## src/design/bdac_ram.sv

```systemverilog
// bdac_ram: generic single-write, single-read RAM with registered read data.
// No dependencies.
module bdac_ram #(
    parameter int WIDTH = 8,
    parameter int DEPTH = 16
) (
    input  logic                     i_clk,
    input  logic                     i_we,
    input  logic [$clog2(DEPTH)-1:0] i_waddr,
    input  logic [WIDTH-1:0]         i_wdata,
    input  logic                     i_re,
    input  logic [$clog2(DEPTH)-1:0] i_raddr,
    output logic [WIDTH-1:0]         o_rdata
);

    logic [WIDTH-1:0] r_mem [DEPTH];
    logic [WIDTH-1:0] r_rdata;

    always_ff @(posedge i_clk) begin
        if (i_we) begin
            r_mem[i_waddr] <= i_wdata;
        end
        if (i_re) begin
            r_rdata <= r_mem[i_raddr];
        end
    end

    assign o_rdata = r_rdata;

endmodule

```

## config.mk

```make
export PLATFORM = sky130hd
export DESIGN_NAME = bdac_ram
export DESIGN_NICKNAME = d
export VERILOG_FILES = /design/src/design/bdac_ram.sv
export SDC_FILE = /design/constraint.sdc
export NUM_CORES = 1
export LEC_CHECK = 0
export BUFFER_PORTS_ARGS = -buffer_cell sky130_fd_sc_hd__buf_2
export CAP_MARGIN = 10
export CORE_MARGIN = 8
export CORE_UTILIZATION = 25
export CTS_CLUSTER_SIZE = 10
export DETAILED_ROUTE_END_ITERATION = 10
export PLACE_DENSITY = 0.36
export SLEW_MARGIN = 15
export SYNTH_ARGS = -nofsm -noshare
export SYNTH_HDL_FRONTEND = slang
export SYNTH_SLANG_ARGS = --single-unit
```

## constraint.sdc

```tcl
create_clock -name i_clk -period 4.1 [get_ports i_clk]
set_input_delay 0.82 -clock i_clk [delete_from_list [all_inputs] [get_ports i_clk]]
set_output_delay 0.82 -clock i_clk [all_outputs]
set_load 0.02 [all_outputs]
```

==> flow_summary.toml <==
[yosys]
yosysWarnings = 0
syn_avg_cell_area_sq_um = 22.8
syn-instance-count = 229
yosys-top-cells-area = "edfxtp_1, mux4_2, mux4_1"
synth_largest_area_cell = "edfxtp_1"
synth_xor_area_share_pct = 0
synth_fp_nets = 248
synth-compound-area-share_pct = 2.30
synth_top_area_share_pct = 78.1
ys_seq_area_share_pct = 78.1
synth_cell_types = 18
synth_seq_cells = 136
muxShareOfSynthArea_pct = 14.8
yosys.area_share.simple_pct = 3.14
syn_area_sq_um = 5230
synthAdderAreaFrac_pct = 0
synth_top_family_by_area = "multiplexers"

[critical_path]
end_kind = "flop"
cp_max_fo = 13
r2r_start = "r_mem[7][6]$_DFFE_PP_"
start_kind = "input pin"
worst-setup-path-type = "in2reg"
required_ns = 4.25
critPathLaunch = "i_raddr[0]"
critPathArrivalTime_ns = 2.48

[die]
rows = 53
die-area_sq_um = 25800
io_pins = 27
die_w_um = 161
core-area_sq_um = 20800
start_util_pct = 25.2
die_y_um = 161

[final_layout]
area_growth_syn_to_layout_pct = 20.8
fin_area_sq_um = 6320
mostFrequentLayoutCell = "edfxtp_1"
drive_gt1_share_pct = 28.7
diodes = 0
nets = 292
fillCellCount = 1999
final_cell_mix = "edfxtp_1, buf_2, mux4_2"

[place]
place_hpwl_um = 7790
port_buffers = 26
gp_congestion = 0.653
place_area_sq_um = 5680

[sta]
slew_violations = 0
rsz0062_at_grt = "no"
worstMarginPinSlew_ns = 1.06
fin_worst_skew_ns = 0.00772
layout_min_cycle_time_ns = 2.33
max_freq_mhz = 430
hold_viol = 0
timing.slew.headroom_pct = 28.9
finalSetupViolations = 0
fin_tns_setup_ns = 0
period_share_pct = 56.7

[detailed_routing]
wl_per_cell_um = 22.0
viasPerCell = 4.24
ant_nets = 0
drt_wl_total_um = 12300
first_iter_violations = 125
num_vias = 2380
firstDrtPassIters = 4
drc = 0

[flow_run]
cap_viol_max_count = 0

[clock_tree]
post-cts-setup-buffers = 0
hold_buffers = 0
clock_path_buffers = 2
numCtsBuffers = 17
cts_sinks = 136
clock-root-buffer = "clkbuf_16"
path_clk_slew_ns = 0.06
clk_latency_ns = 0.41
htreeDepth = 4
cts-resized-gates = 0
tritoncts = "done"

[power]
p_per_area_nw_per_um2 = 531
peakVddDrop_mv = 0.268
total_power_mw = 3.35
p_leak_nw = 2.06

[grt]
first_global_vias = 2620
grt_max_degree = 33
grt_pass1_wl_um = 18300
antenna_found_initial = 0
grt-ovfl-total = 0
gr-usage-all-layers_pct = 10.1

[run_status]
outcome = "completed"

[hold_path]
min_path_type = "reg2reg"
worstHoldStart = "r_mem[12][1]$_DFFE_PP_"
-- registers in the layout, indices dropped and copies added (netlist names) --
register	cells
o_rdata	8
r_mem	128
-- where the power goes --
group	switching (mW)	internal, mW
combinational	0.0958	0.0566
sequential	0.00951	1.57
clock	0.555	1.07
-- layout make-up --
type                    instances  area [sq um]  share of cell area (%)
clock buffers                  17           425                    6.74
repair buffers                 35           198                    3.13
clock inverters                15           208                    3.29
multi-input cells              83          1060                    16.7
well taps                     275           344                    5.45
flip-flops and latches        136          4080                    64.7
-- per-stage QoR --
| step | utilization [%] | setup slack (ns) | instances | hold slack [ns] |
|---|---|---|---|---|
| 2_1_floorplan | - | 1.79 | 229 | 0.705 |
| 3_3_place_gp | 27.4 | 1.36 | 529 | 0.730 |
| 3_5_place_dp | 27.4 | 1.32 | 529 | 0.742 |
| 4_1_cts | 30.4 | 1.77 | 561 | 0.756 |
| 5_1_grt | 30.4 | 1.68 | 561 | 0.796 |
| 6_report | 30.4 | 1.77 | 561 | 0.746 |
-- cell usage after synthesis (all sizes together) --
cell type      number
edfxtp            136
and2b               1
nand2               9
buf                 7
nand2b              2
and2                1
or3b                1
nand3b              2
nand3               1
clkdlybuf4s25       3
nor3                4
a22oi              16
nor2               13
nor2b               1
mux4               32
-- worst paths after layout --
path                     endpoint  slack (ns)  depth (start not counted)
max          o_rdata[4]$_DFFE_PP_        1.77                          5
min          o_rdata[1]$_DFFE_PP_        0.75                          3
max reg2reg  o_rdata[6]$_DFFE_PP_        2.53                          3
min reg2reg  o_rdata[1]$_DFFE_PP_        0.75                          3
-- routing by layer --
layer,global-route usage [%],share of wire [%],vias up
li1,-,-,1072
met1,13.4,49,1237
met2,15.2,46,57
met3,3.17,4.0,14
met4,3.82,1.3,0
met5,0,0,-
-- kinds of logic (layout without fill, tap and decap cells) --
group | after synthesis | count (layout)
buffers and inverters | 10 | 67
AOI/OAI and AO/OA | 16 | 16
and+or+nand+nor | 35 | 35
muxes | 32 | 32
DFF | 136 | 136
-- critical path, stage by stage --
cell	delay [ns]
buf_2	0.27
buf_4	0.35
mux4_1	0.59
a22oi_1	0.34
nand2_1	0.09
Note: power is estimated with default switching activity, not from simulation.
