### src/design/bdac_pkg.sv
// bdac_pkg: shared constants, codes and types of the byte-chunk DAC store.
// No dependencies.
package bdac_pkg;

    localparam int LEVELS_DEF  = 4;
    localparam int ENTRIES_DEF = 4096;

    localparam int VAL_W  = 32;
    localparam int IDX_W  = 12;
    localparam int OP_W   = 2;
    localparam int ST_W   = 2;
    localparam int BYTE_W = 8;
    localparam int CNT_W  = 3;   // byte count of a 32-bit value, 1..4
    localparam int LVL_W  = 3;   // wide enough for any level index up to seven

    localparam logic [OP_W-1:0] OP_APPEND = 2'd0;
    localparam logic [OP_W-1:0] OP_LEAF   = 2'd1;
    localparam logic [OP_W-1:0] OP_ACCESS = 2'd2;

    localparam logic [ST_W-1:0] ST_OK        = 2'd0;
    localparam logic [ST_W-1:0] ST_FULL      = 2'd1;
    localparam logic [ST_W-1:0] ST_UNWRITTEN = 2'd2;

    typedef struct packed {
        logic             inc;    // bump fill count of lvl
        logic [LVL_W-1:0] lvl;    // level selected for read and bump
        logic             raise;  // load new top level
        logic [LVL_W-1:0] top;
    } t_fill_cmd;

endpackage

### src/design/bdac_fill.sv
// bdac_fill: per-level fill counters, top level register and full flags.
// Depends on bdac_pkg (t_fill_cmd).
module bdac_fill #(
    parameter int LEVELS  = bdac_pkg::LEVELS_DEF,
    parameter int ENTRIES = bdac_pkg::ENTRIES_DEF
) (
    input  logic                         i_clk,
    input  logic                         i_rst_n,
    input  bdac_pkg::t_fill_cmd          i_cmd,
    output logic [$clog2(ENTRIES+1)-1:0] o_fill_sel,
    output logic [$clog2(ENTRIES+1)-1:0] o_fill0,
    output logic [LEVELS-1:0]            o_full,
    output logic [$clog2(LEVELS)-1:0]    o_top
);

    localparam int LW = $clog2(LEVELS);
    localparam int FW = $clog2(ENTRIES + 1);

    logic [FW-1:0] r_fill [LEVELS];
    logic [LW-1:0] r_top;
    logic [LW-1:0] sel;

    assign sel = i_cmd.lvl[LW-1:0];

    always_ff @(posedge i_clk) begin
        if (!i_rst_n) begin
            for (int l = 0; l < LEVELS; l++) begin
                r_fill[l] <= '0;
            end
            r_top <= '0;
        end else begin
            if (i_cmd.inc) begin
                r_fill[sel] <= r_fill[sel] + 1'b1;
            end
            if (i_cmd.raise) begin
                r_top <= i_cmd.top[LW-1:0];
            end
        end
    end

    always_comb begin
        for (int l = 0; l < LEVELS; l++) begin
            o_full[l] = (r_fill[l] >= FW'(ENTRIES));
        end
    end

    assign o_fill_sel = r_fill[sel];
    assign o_fill0    = r_fill[0];
    assign o_top      = r_top;

endmodule

### config.mk
export PLATFORM = sky130hd
export DESIGN_NAME = bdac_fill
export DESIGN_NICKNAME = d
export VERILOG_FILES = /design/src/design/bdac_pkg.sv /design/src/design/bdac_fill.sv
export SDC_FILE = /design/constraint.sdc
export NUM_CORES = 1
export LEC_CHECK = 0
export ABC_AREA = 0
export BUFFER_PORTS_ARGS = -buffer_cell sky130_fd_sc_hd__clkbuf_2
export CORE_ASPECT_RATIO = 1.5
export CORE_UTILIZATION = 55
export DETAILED_ROUTE_END_ITERATION = 6
export HOLD_SLACK_MARGIN = 0.05
export PLACE_DENSITY = 0.81
export SYNTH_ARGS = -nofsm -noshare
export SYNTH_HDL_FRONTEND = slang
export SYNTH_SLANG_ARGS = --single-unit
### constraint.sdc
create_clock -name i_clk -period 2.75 [get_ports i_clk]
set_input_delay 0.275 -clock i_clk [delete_from_list [all_inputs] [get_ports i_clk]]
set_output_delay 0.275 -clock i_clk [all_outputs]
set_load 0.005 [all_outputs]
==> impl_metrics.yaml, run 1 <==
floorplanning:
  core_um2: 4617
  initial_core_util_pct: 58.21
  die_x_um: 59.08
  io_pins: 42
  row_count: 30
  dieArea_um2: 5176
  fp.dieH_um: 87.62
synth:
  syn_nets: 219
  synthArstFlopShare_pct: 0
  netlist_area_um2: 2688
  synth-edff-count: 52
  syn_inst: 208
  yosys.area.top_type: "edfxtp_1"
  yosysSeqAreaShare_pct: 59.59
  netlist_top_cells_area: "edfxtp_1 58%, mux4_2 9.2%, a21oi_1 4.8%"
  synth_top_cell_area_share_pct: 58.10
  ys_seq_elements: 54
  synth_ff_type: "edfxtp_1"
  avgSynthCellArea_um2: 12.92
  yosysUniqueCellTypes: 34
  yosys_warnings: 0
finish:
  mostFrequentLayoutCell: "edfxtp_1"
  n_antenna_cell: 0
  area_growth_pct: 12.29
  nFillCells: 364
  instances_no_fill: 310
  final_cell_mix: "52 x edfxtp_1, 39 x clkbuf_2, 26 x a21oi_1"
  drive_above_1_share_pct: 28.86
  layout.nets: 256
detailed_routing:
  drt-total-wl_um: 5713
  via_count: 1868
  firstDrtPassIters: 4
  m1WireLength_um: 2375
  drc_errors: 0
  drt-wirelength-per-cell_um: 18.43
  wl_met2_um: 2976
  postRouteAntennaNets: 0
  vias_per_cell: 6.026
  drt_iter0_markers: 97
  met3_length_um: 288
  dr.max_layer_used: "met4"
clocking:
  clk_path_buf_depth: 2
  cts_root_buf: "clkbuf_8"
  cts_setup_buffers: 0
  cts.sinks: 54
  clkLatencyLatePin_ps: 300
  cts_made_buffers: 5
  clkTransAtPathRegs_ps: 90
  cts-resized-gates: 0
  ctsHtreeMaxLevel: 2
  postCtsHoldBufs: 0
  cts_tree: "done"
timing:
  skew_ps: 8.532
  fin_crit_ps: 2140
  tightestPinTransition_ps: 717.7
  rsz0062_at_grt: "false"
  holdWs_ps: 242.9
  setup_viol: 0
  hold_viol_final: 0
  fin_tns_setup_ps: 0
  drv_slew: 0
  min_period_over_period_pct: 77.83
  fmax_ghz: 0.4672
  slew_headroom_pct: 52.04
critical_path:
  critPathArrivalTime_ps: 2290
  cp_data_required_time_ps: 2900
  start_kind: "input pin"
  crit_path_end_kind: "flip-flop"
  cp_max_fo: 14
  critPathKind: "in2reg"
  crit_start: "i_cmd[4]"
  rr_startpoint: "r_fill[0][0]"
grt:
  grt_max_degree: 16
  gr-usage-all-layers_pct: 24.50
  antenna_found_initial: 0
  grt_pass1_vias: 1726
  grt-ovfl-total: 0
  grt_first_pass_wirelength_um: 9032
outcome:
  status: "finished clean"
place:
  place_hpwl_um: 3962
  port-buffer-count: 39
  dp.cells: 302
  gp_congestion: 0.7786
hold_path:
  min_from: "i_cmd[1]"
  hold_path_class: "in2reg"
power_and_ir_drop:
  ir_worst_vdd_uv: 443.6
  leakage_uw: 0.001129
  powerDensity_nw_per_um2: 528.4
run:
  cap_violations: 0
where the power goes:
group / switching, uW / internal (uW) / total, uW
Sequential: 14.2 / 948 / 963
Combinational: 136 / 82.8 / 219
Clock: 238 / 176 / 413
critical path, stage by stage:
cell and delay, ps:
clkbuf_2 240, buf_4 240, mux4_2 410, nand4_2 300
or4_4 630, a21oi_1 180
worst paths after layout:
check / slack, ps / endpoint / depth (start not counted)
max reg2reg: 660 / r_fill[1][12] / 5
min reg2reg: 530 / o_top[0] / 2
max: 610 / r_fill[0][10] / 6
min: 240 / o_top[1] / 3
synthesized netlist by cell type (2+ instances only):
cell type and instances:
a21oi_1 26, and2_1 2, and3_1 3, and4_1 2
buf_2 3, buf_6 3, clkbuf_1 11, dfxtp_1 2
edfxtp_1 52, inv_1 2, mux2i_1 3, mux4_1 2
mux4_2 11, nand2_1 16, nand3_1 4, nand4_1 6
nand4b_1 2, nor2_1 18, nor2b_1 2, nor3_1 8
nor3b_1 2, o21ai_0 6, o21ai_1 3, o31ai_1 3
or3_1 4, or4_4 3, xor2_1 2
metrics by stage:
step	cell area, um^2	setup WS, ps	utilization [%]	power, uW
floorplan	2688	705.4	-	1120
global placement	2937	362.4	63.60	1194
detailed placement	2937	320.4	63.60	1201
CTS	3018	619.2	65.37	1602
global route	3018	486.8	65.37	1655
finish	3018	609.7	65.37	1595
per-layer routing:
layer  track usage, %  vias to the layer above
met5                0                        -
met4            8.874                        0
met3            3.250                        6
met2            39.26                       70
met1            34.50                      915
li1                 -                      877
layout make-up:
type | count | area (um^2) | area share, %
timing repair buffer | 48 | 262.8 | 8.706
clock buffer | 6 | 72.57 | 2.405
multi-input combinational | 134 | 984.7 | 32.63
sequential | 54 | 1602 | 53.07
clock inverter | 2 | 8.758 | 0.2902
inverter | 2 | 7.507 | 0.2488
tap | 64 | 80.08 | 2.653
kinds of logic after synthesis:
logic type | share of synthesized area, %
adders and majority gates | 0.4655
DFF | 59.59
buffers and inverters | 3.771
and+or+nand+nor | 15.55
AOI/OAI and AO/OA | 7.355
muxes | 12.29
xor gates and xnor gates | 0.9778
flip-flops by register name, indices dropped and copies added (netlist names):
| signal | count |
|---|---|
| r_fill | 52 |
| o_top | 2 |
Power figures use the tool's default switching activity.
==> inputs of run 2 (changes only) <==
==> constraint.sdc (replaced) <==
create_clock -name i_clk -period 2.25 [get_ports i_clk]
set_input_delay 0.225 -clock i_clk [delete_from_list [all_inputs] [get_ports i_clk]]
set_output_delay 0.225 -clock i_clk [all_outputs]
set_load 0.005 [all_outputs]
==> run 2 against run 1 <==
Design area up 4.6%. Die area did not move. Via count rose by 3.2%. Largest power group unchanged. Highest routed layer unchanged.
==> impl_metrics.yaml, run 2 (synthesis gave the netlist of run 1 again) <==
outcome:
  status: "finished clean"
timing:
  drv_slew: 0
  worst_slack_ps: 200.8
  fin_crit_ps: 2049
  slew_headroom_pct: 64.51
  min_period_over_period_pct: 91.08
  rsz0062_at_grt: "false"
  skew_ps: 12.77
  tightestPinTransition_ps: 531.1
  hold_viol_final: 0
  fmax_ghz: 0.4880
  setup_viol: 0
  fin_tns_setup_ps: 0
detailed_routing:
  drt-total-wl_um: 5839
  firstDrtPassIters: 4
  drt_iter0_markers: 68
  vias_per_cell: 5.969
  met3_length_um: 339
  postRouteAntennaNets: 0
  wl_met2_um: 3096
  via_count: 1928
  drc_errors: 0
  dr.max_layer_used: "met4"
  drt-wirelength-per-cell_um: 18.08
  m1WireLength_um: 2323
place:
  preCtsSetupSlack_ps: 41.47
  port-buffer-count: 39
  place_hpwl_um: 4207
  gp_congestion: 0.8412
power_and_ir_drop:
  powerDensity_nw_per_um2: 668.0
  finalPower_uw: 2109
  leakage_uw: 0.001205
  power.net_switching_uw: 494.4
  p_sw_share_pct: 23.45
  seq_power_share_pct: 55.8
  p_comb_share_pct: 14.0
  power.share.clock_pct: 30.2
  ir_worst_vdd_uv: 509.2
  p_int_uw: 1614
grt:
  grt_max_degree: 17
  grt-ovfl-total: 0
  gr-usage-all-layers_pct: 24.82
  grt_first_pass_wirelength_um: 9211
  grt_pass1_vias: 1893
  antenna_found_initial: 0
floorplanning:
  io_pins: 42
  dieArea_um2: 5176
  core_um2: 4617
  fp.dieH_um: 87.62
  row_count: 30
  initial_core_util_pct: 58.21
  die_x_um: 59.08
critical_path:
  critPathKind: "reg2reg"
  cp_data_required_time_ps: 2310
  start_kind: "flip-flop"
  crit_start: "r_fill[0][0]"
  r2r-end: "r_fill[1][12]"
  endpoint: "r_fill[1][12]"
  cp_max_fo: 5
  critPathArrivalTime_ps: 2110
  rr_startpoint: "r_fill[0][0]"
  ff2ff_path_depth: 5
  crit_path_end_kind: "flip-flop"
  reg2reg_slack_ps: 200
clocking:
  clk_path_buf_depth: 2
  cts_root_buf: "clkbuf_8"
  cts.sinks: 54
  ctsHtreeMaxLevel: 2
  clkTransAtPathRegs_ps: 100
  postCtsHoldBufs: 0
  cts_made_buffers: 5
  clkLatencyLatePin_ps: 310
  cts_tree: "done"
  cts_setup_buffers: 0
  cts-resized-gates: 0
hold_path:
  hold_path_class: "in2reg"
finish:
  top_register: "r_fill"
  n_antenna_cell: 0
  largest_reg_flops: 52
  drive_above_1_share_pct: 32.82
  mostFrequentLayoutCell: "edfxtp_1"
  final_cell_mix: "52 x edfxtp_1, 39 x clkbuf_2, 26 x a21oi_1"
  area_growth_pct: 17.46
  final_util_pct: 68.37
  layout.nets: 269
run:
  cap_violations: 0
## run 2: cell types whose count changed in the layout (fill, tap and decap cells not counted)
| cell | change |
|---|---|
| buf_4 | +12 |
| buf_12 | +1 |
| bufinv_16 | +1 |
| clkinv_1 | -1 |
| clkinv_2 | -1 |
| clkinvlp_4 | +1 |
## run 2: per-stage QoR
step	hold slack [ps]	instance area, um^2	cells
4_1_cts	180.5	3157	323
2_1_floorplan	394.5	2688	208
3_5_place_dp	502.2	3047	315
3_3_place_gp	493.3	3047	315
5_1_grt	207.6	3157	323
6_report	184.0	3157	323
## run 2: worst min path at each step
stage	startpoint	end	slack, ps	cells past startpoint
2_1_floorplan	i_cmd[0]	o_top[0]	390	2
3_3_place_gp	i_cmd[1]	o_top[1]	490	3
3_5_place_dp	i_cmd[0]	o_top[0]	500	3
4_1_cts	i_cmd[0]	o_top[0]	180	3
5_1_grt	i_cmd[1]	o_top[1]	210	3
6_report	i_cmd[0]	o_top[0]	180	3
## run 2: per-layer routing
layer | vias to the layer above | global-route usage, %
met2 | 73 | 45.04
met5 | - | 0
li1 | 900 | -
met1 | 946 | 29.86
met3 | 9 | 3.545
met4 | 0 | 8.225
## run 2: power by group through the flow
stage	registers, uW	logic (uW)	clock network [uW]
2_1_floorplan	1200	173	0
5_1_grt	1180	322	677
4_1_cts	1180	297	640
3_3_place_gp	1200	289	0
6_report	1180	296	636
3_5_place_dp	1200	294	0
## run 2: cell type report
| cell class | instances | area, um^2 |
|---|---|---|
| clock buffer | 6 | 72.57 |
| clock inverter | 2 | 37.54 |
| fill | 345 | 1460 |
| inverter | 2 | 7.507 |
| multi-input combinational | 134 | 984.7 |
| sequential | 54 | 1602 |
| tap | 64 | 80.08 |
| timing repair buffer | 61 | 372.9 |
## run 2: worst max-delay path: stages, from the launching register on
cell	delay, ps
edfxtp_1	420
mux4_2	540
ha_1	300
and3_1	200
and3_1	220
mux2i_1	130
==> inputs of run 3 (changes only) <==
--- a/config.mk
+++ b/config.mk
@@ -11,7 +11,7 @@
 export CORE_UTILIZATION = 55
 export DETAILED_ROUTE_END_ITERATION = 6
 export HOLD_SLACK_MARGIN = 0.05
-export PLACE_DENSITY = 0.81
+export PLACE_DENSITY = 0.74
 export SYNTH_ARGS = -nofsm -noshare
 export SYNTH_HDL_FRONTEND = slang
 export SYNTH_SLANG_ARGS = --single-unit
==> run 3 against run 2 <==
Design area rose by 1.6%. Sequential cell count unchanged. Via count grew 0.73%. Register-to-register slack better by 60 ps. Cell count increased by 2.8%. Wire length rose by 4.3%. Clock skew decreased by 9.7 ps. Fmax increased by 2.9%. Critical endpoint unchanged. Largest cell class unchanged. Highest routed layer unchanged.
==> impl_metrics.yaml, run 3 (synthesis gave the netlist of run 1 again) <==
outcome:
  status: "finished clean"
timing:
  skew_ps: 3.020
  fmax_ghz: 0.5023
  setup_viol: 0
  hold_viol_final: 0
  fin_tns_setup_ps: 0
  drv_slew: 0
  min_period_over_period_pct: 88.48
  rsz0062_at_grt: "false"
  tightestPinTransition_ps: 463.4
  fin_crit_ps: 1991
  slew_headroom_pct: 68.78
floorplanning:
  row_count: 30
  die_x_um: 59.08
  initial_core_util_pct: 58.21
  io_pins: 42
  fp.dieH_um: 87.62
  dieArea_um2: 5176
  core_um2: 4617
critical_path:
  critPathTopFamily: "multiplexers"
  cp_slowest_cell: "mux4_2"
  critPathMostFrequentCell: "and3_1"
  cp_max_fo: 5
  cp_data_required_time_ps: 2310
  cp_slowest_stage_delay_ps: 480
  critPathKind: "reg2reg"
  ff2ff_path_depth: 5
  rr_startpoint: "r_fill[0][0]"
  reg2reg_slack_ps: 260
  start_kind: "flip-flop"
  cp_num_buf_inv: 0
  crit_path_end_kind: "flip-flop"
  critPathArrivalTime_ps: 2050
  r2r-end: "r_fill[1][12]"
  crit_chain: "mux4_2, ha_1, and3_1, and3_1, mux2i_1"
finish:
  nFillCells: 373
  n_antenna_cell: 0
  largest_reg_flops: 52
  mostFrequentLayoutCell: "edfxtp_1"
  final_cell_mix: "52 x edfxtp_1, 39 x clkbuf_2, 29 x buf_4"
  layout.nets: 278
  drive_above_1_share_pct: 34.70
  top_register: "r_fill"
  area_growth_pct: 19.37
hold_path:
  hold_path_class: "in2reg"
  whs_endpoint: "o_top[1]"
  hold_depth: 3
  min_from: "i_cmd[1]"
grt:
  grt-ovfl-total: 0
  antenna_found_initial: 0
  gr-usage-all-layers_pct: 26.19
  grt_first_pass_wirelength_um: 9770
  grt_pass1_vias: 1918
  grt_max_degree: 16
clocking:
  clkTransAtPathRegs_ps: 90
  cts_root_buf: "clkbuf_8"
  ctsHtreeMaxLevel: 2
  clkLatencyLatePin_ps: 300
  clk_path_buf_depth: 2
  cts_made_buffers: 5
  cts-resized-gates: 0
  cts_tree: "done"
  postCtsHoldBufs: 0
  cts.sinks: 54
  cts_setup_buffers: 0
place:
  place_hpwl_um: 4423
  port-buffer-count: 39
  gp_congestion: 0.8234
detailed_routing:
  postRouteAntennaNets: 0
  drt-total-wl_um: 6092
  firstDrtPassIters: 4
  vias_per_cell: 5.849
  via_count: 1942
  drc_errors: 0
  drt_iter0_markers: 75
  drt-wirelength-per-cell_um: 18.35
power_and_ir_drop:
  powerDensity_nw_per_um2: 626.4
  finalPower_uw: 2010
  leakage_uw: 0.001246
  ir_worst_vdd_uv: 546.3
run:
  cap_violations: 0
[run 3: per-layer routing]
metal  vias to the layer above  GRT usage, %  part of all wire [%]
met1                       952         35.51                    42
li1                        923             -                     -
met4                         0         7.792                   1.1
met2                        61         43.80                    53
met3                         6         3.840                   4.2
met5                         -             0                     0
[run 3: power breakdown]
part	internal, uW	switching [uW]	leakage [uW]
Sequential	1160	17.2	0.000558
Clock	215	299	0.0000426
Combinational	140	180	0.000645
Total	1510	496	0.00125
[run 3: final cells by class]
class                           instances  area (um^2)  share of cell area, %
Multi-Input combinational cell        134        984.7                  30.69
Clock buffer                            6        72.57                  2.262
Clock inverter                          2        8.758                 0.2730
Sequential cell                        54         1602                  49.92
Timing Repair Buffer                   70        452.9                  14.12
Tap cell                               64        80.08                  2.496
Inverter                                2        7.507                 0.2340
[run 3: per-stage QoR]
step                      worst slack, ps  std cells  utilization (%)  hold WS [ps]  cell area (um^2)
after floorplan                     255.4        208                -         394.5              2688
after global placement              113.9        324            67.72         491.8              3127
after detailed placement            77.32        324            67.72         503.2              3127
after CTS                           269.5        332            69.49         189.5              3208
after global routing                187.4        332            69.49         202.9              3208
final                               259.1        332            69.49         189.1              3208
[run 3: worst max path at each step]
stage | cells past startpoint | startpoint | end
global route | 5 | r_fill[2][0] | r_fill[1][12]
detailed placement | 6 | i_cmd[4] | r_fill[1][10]
floorplan | 6 | i_cmd[4] | r_fill[1][12]
global placement | 6 | i_cmd[4] | r_fill[0][11]
finish | 5 | r_fill[0][0] | r_fill[1][12]
CTS | 5 | r_fill[2][0] | r_fill[1][12]
[run 3: worst reg2reg max path: cells and delay by family, from the launching register on]
kind                     cells  cell delay, ps
multiplexers                 2             610
flip-flops                   1             410
AND/OR/NAND/NOR              2             440
adder cells (fa/ha/maj)      1             290
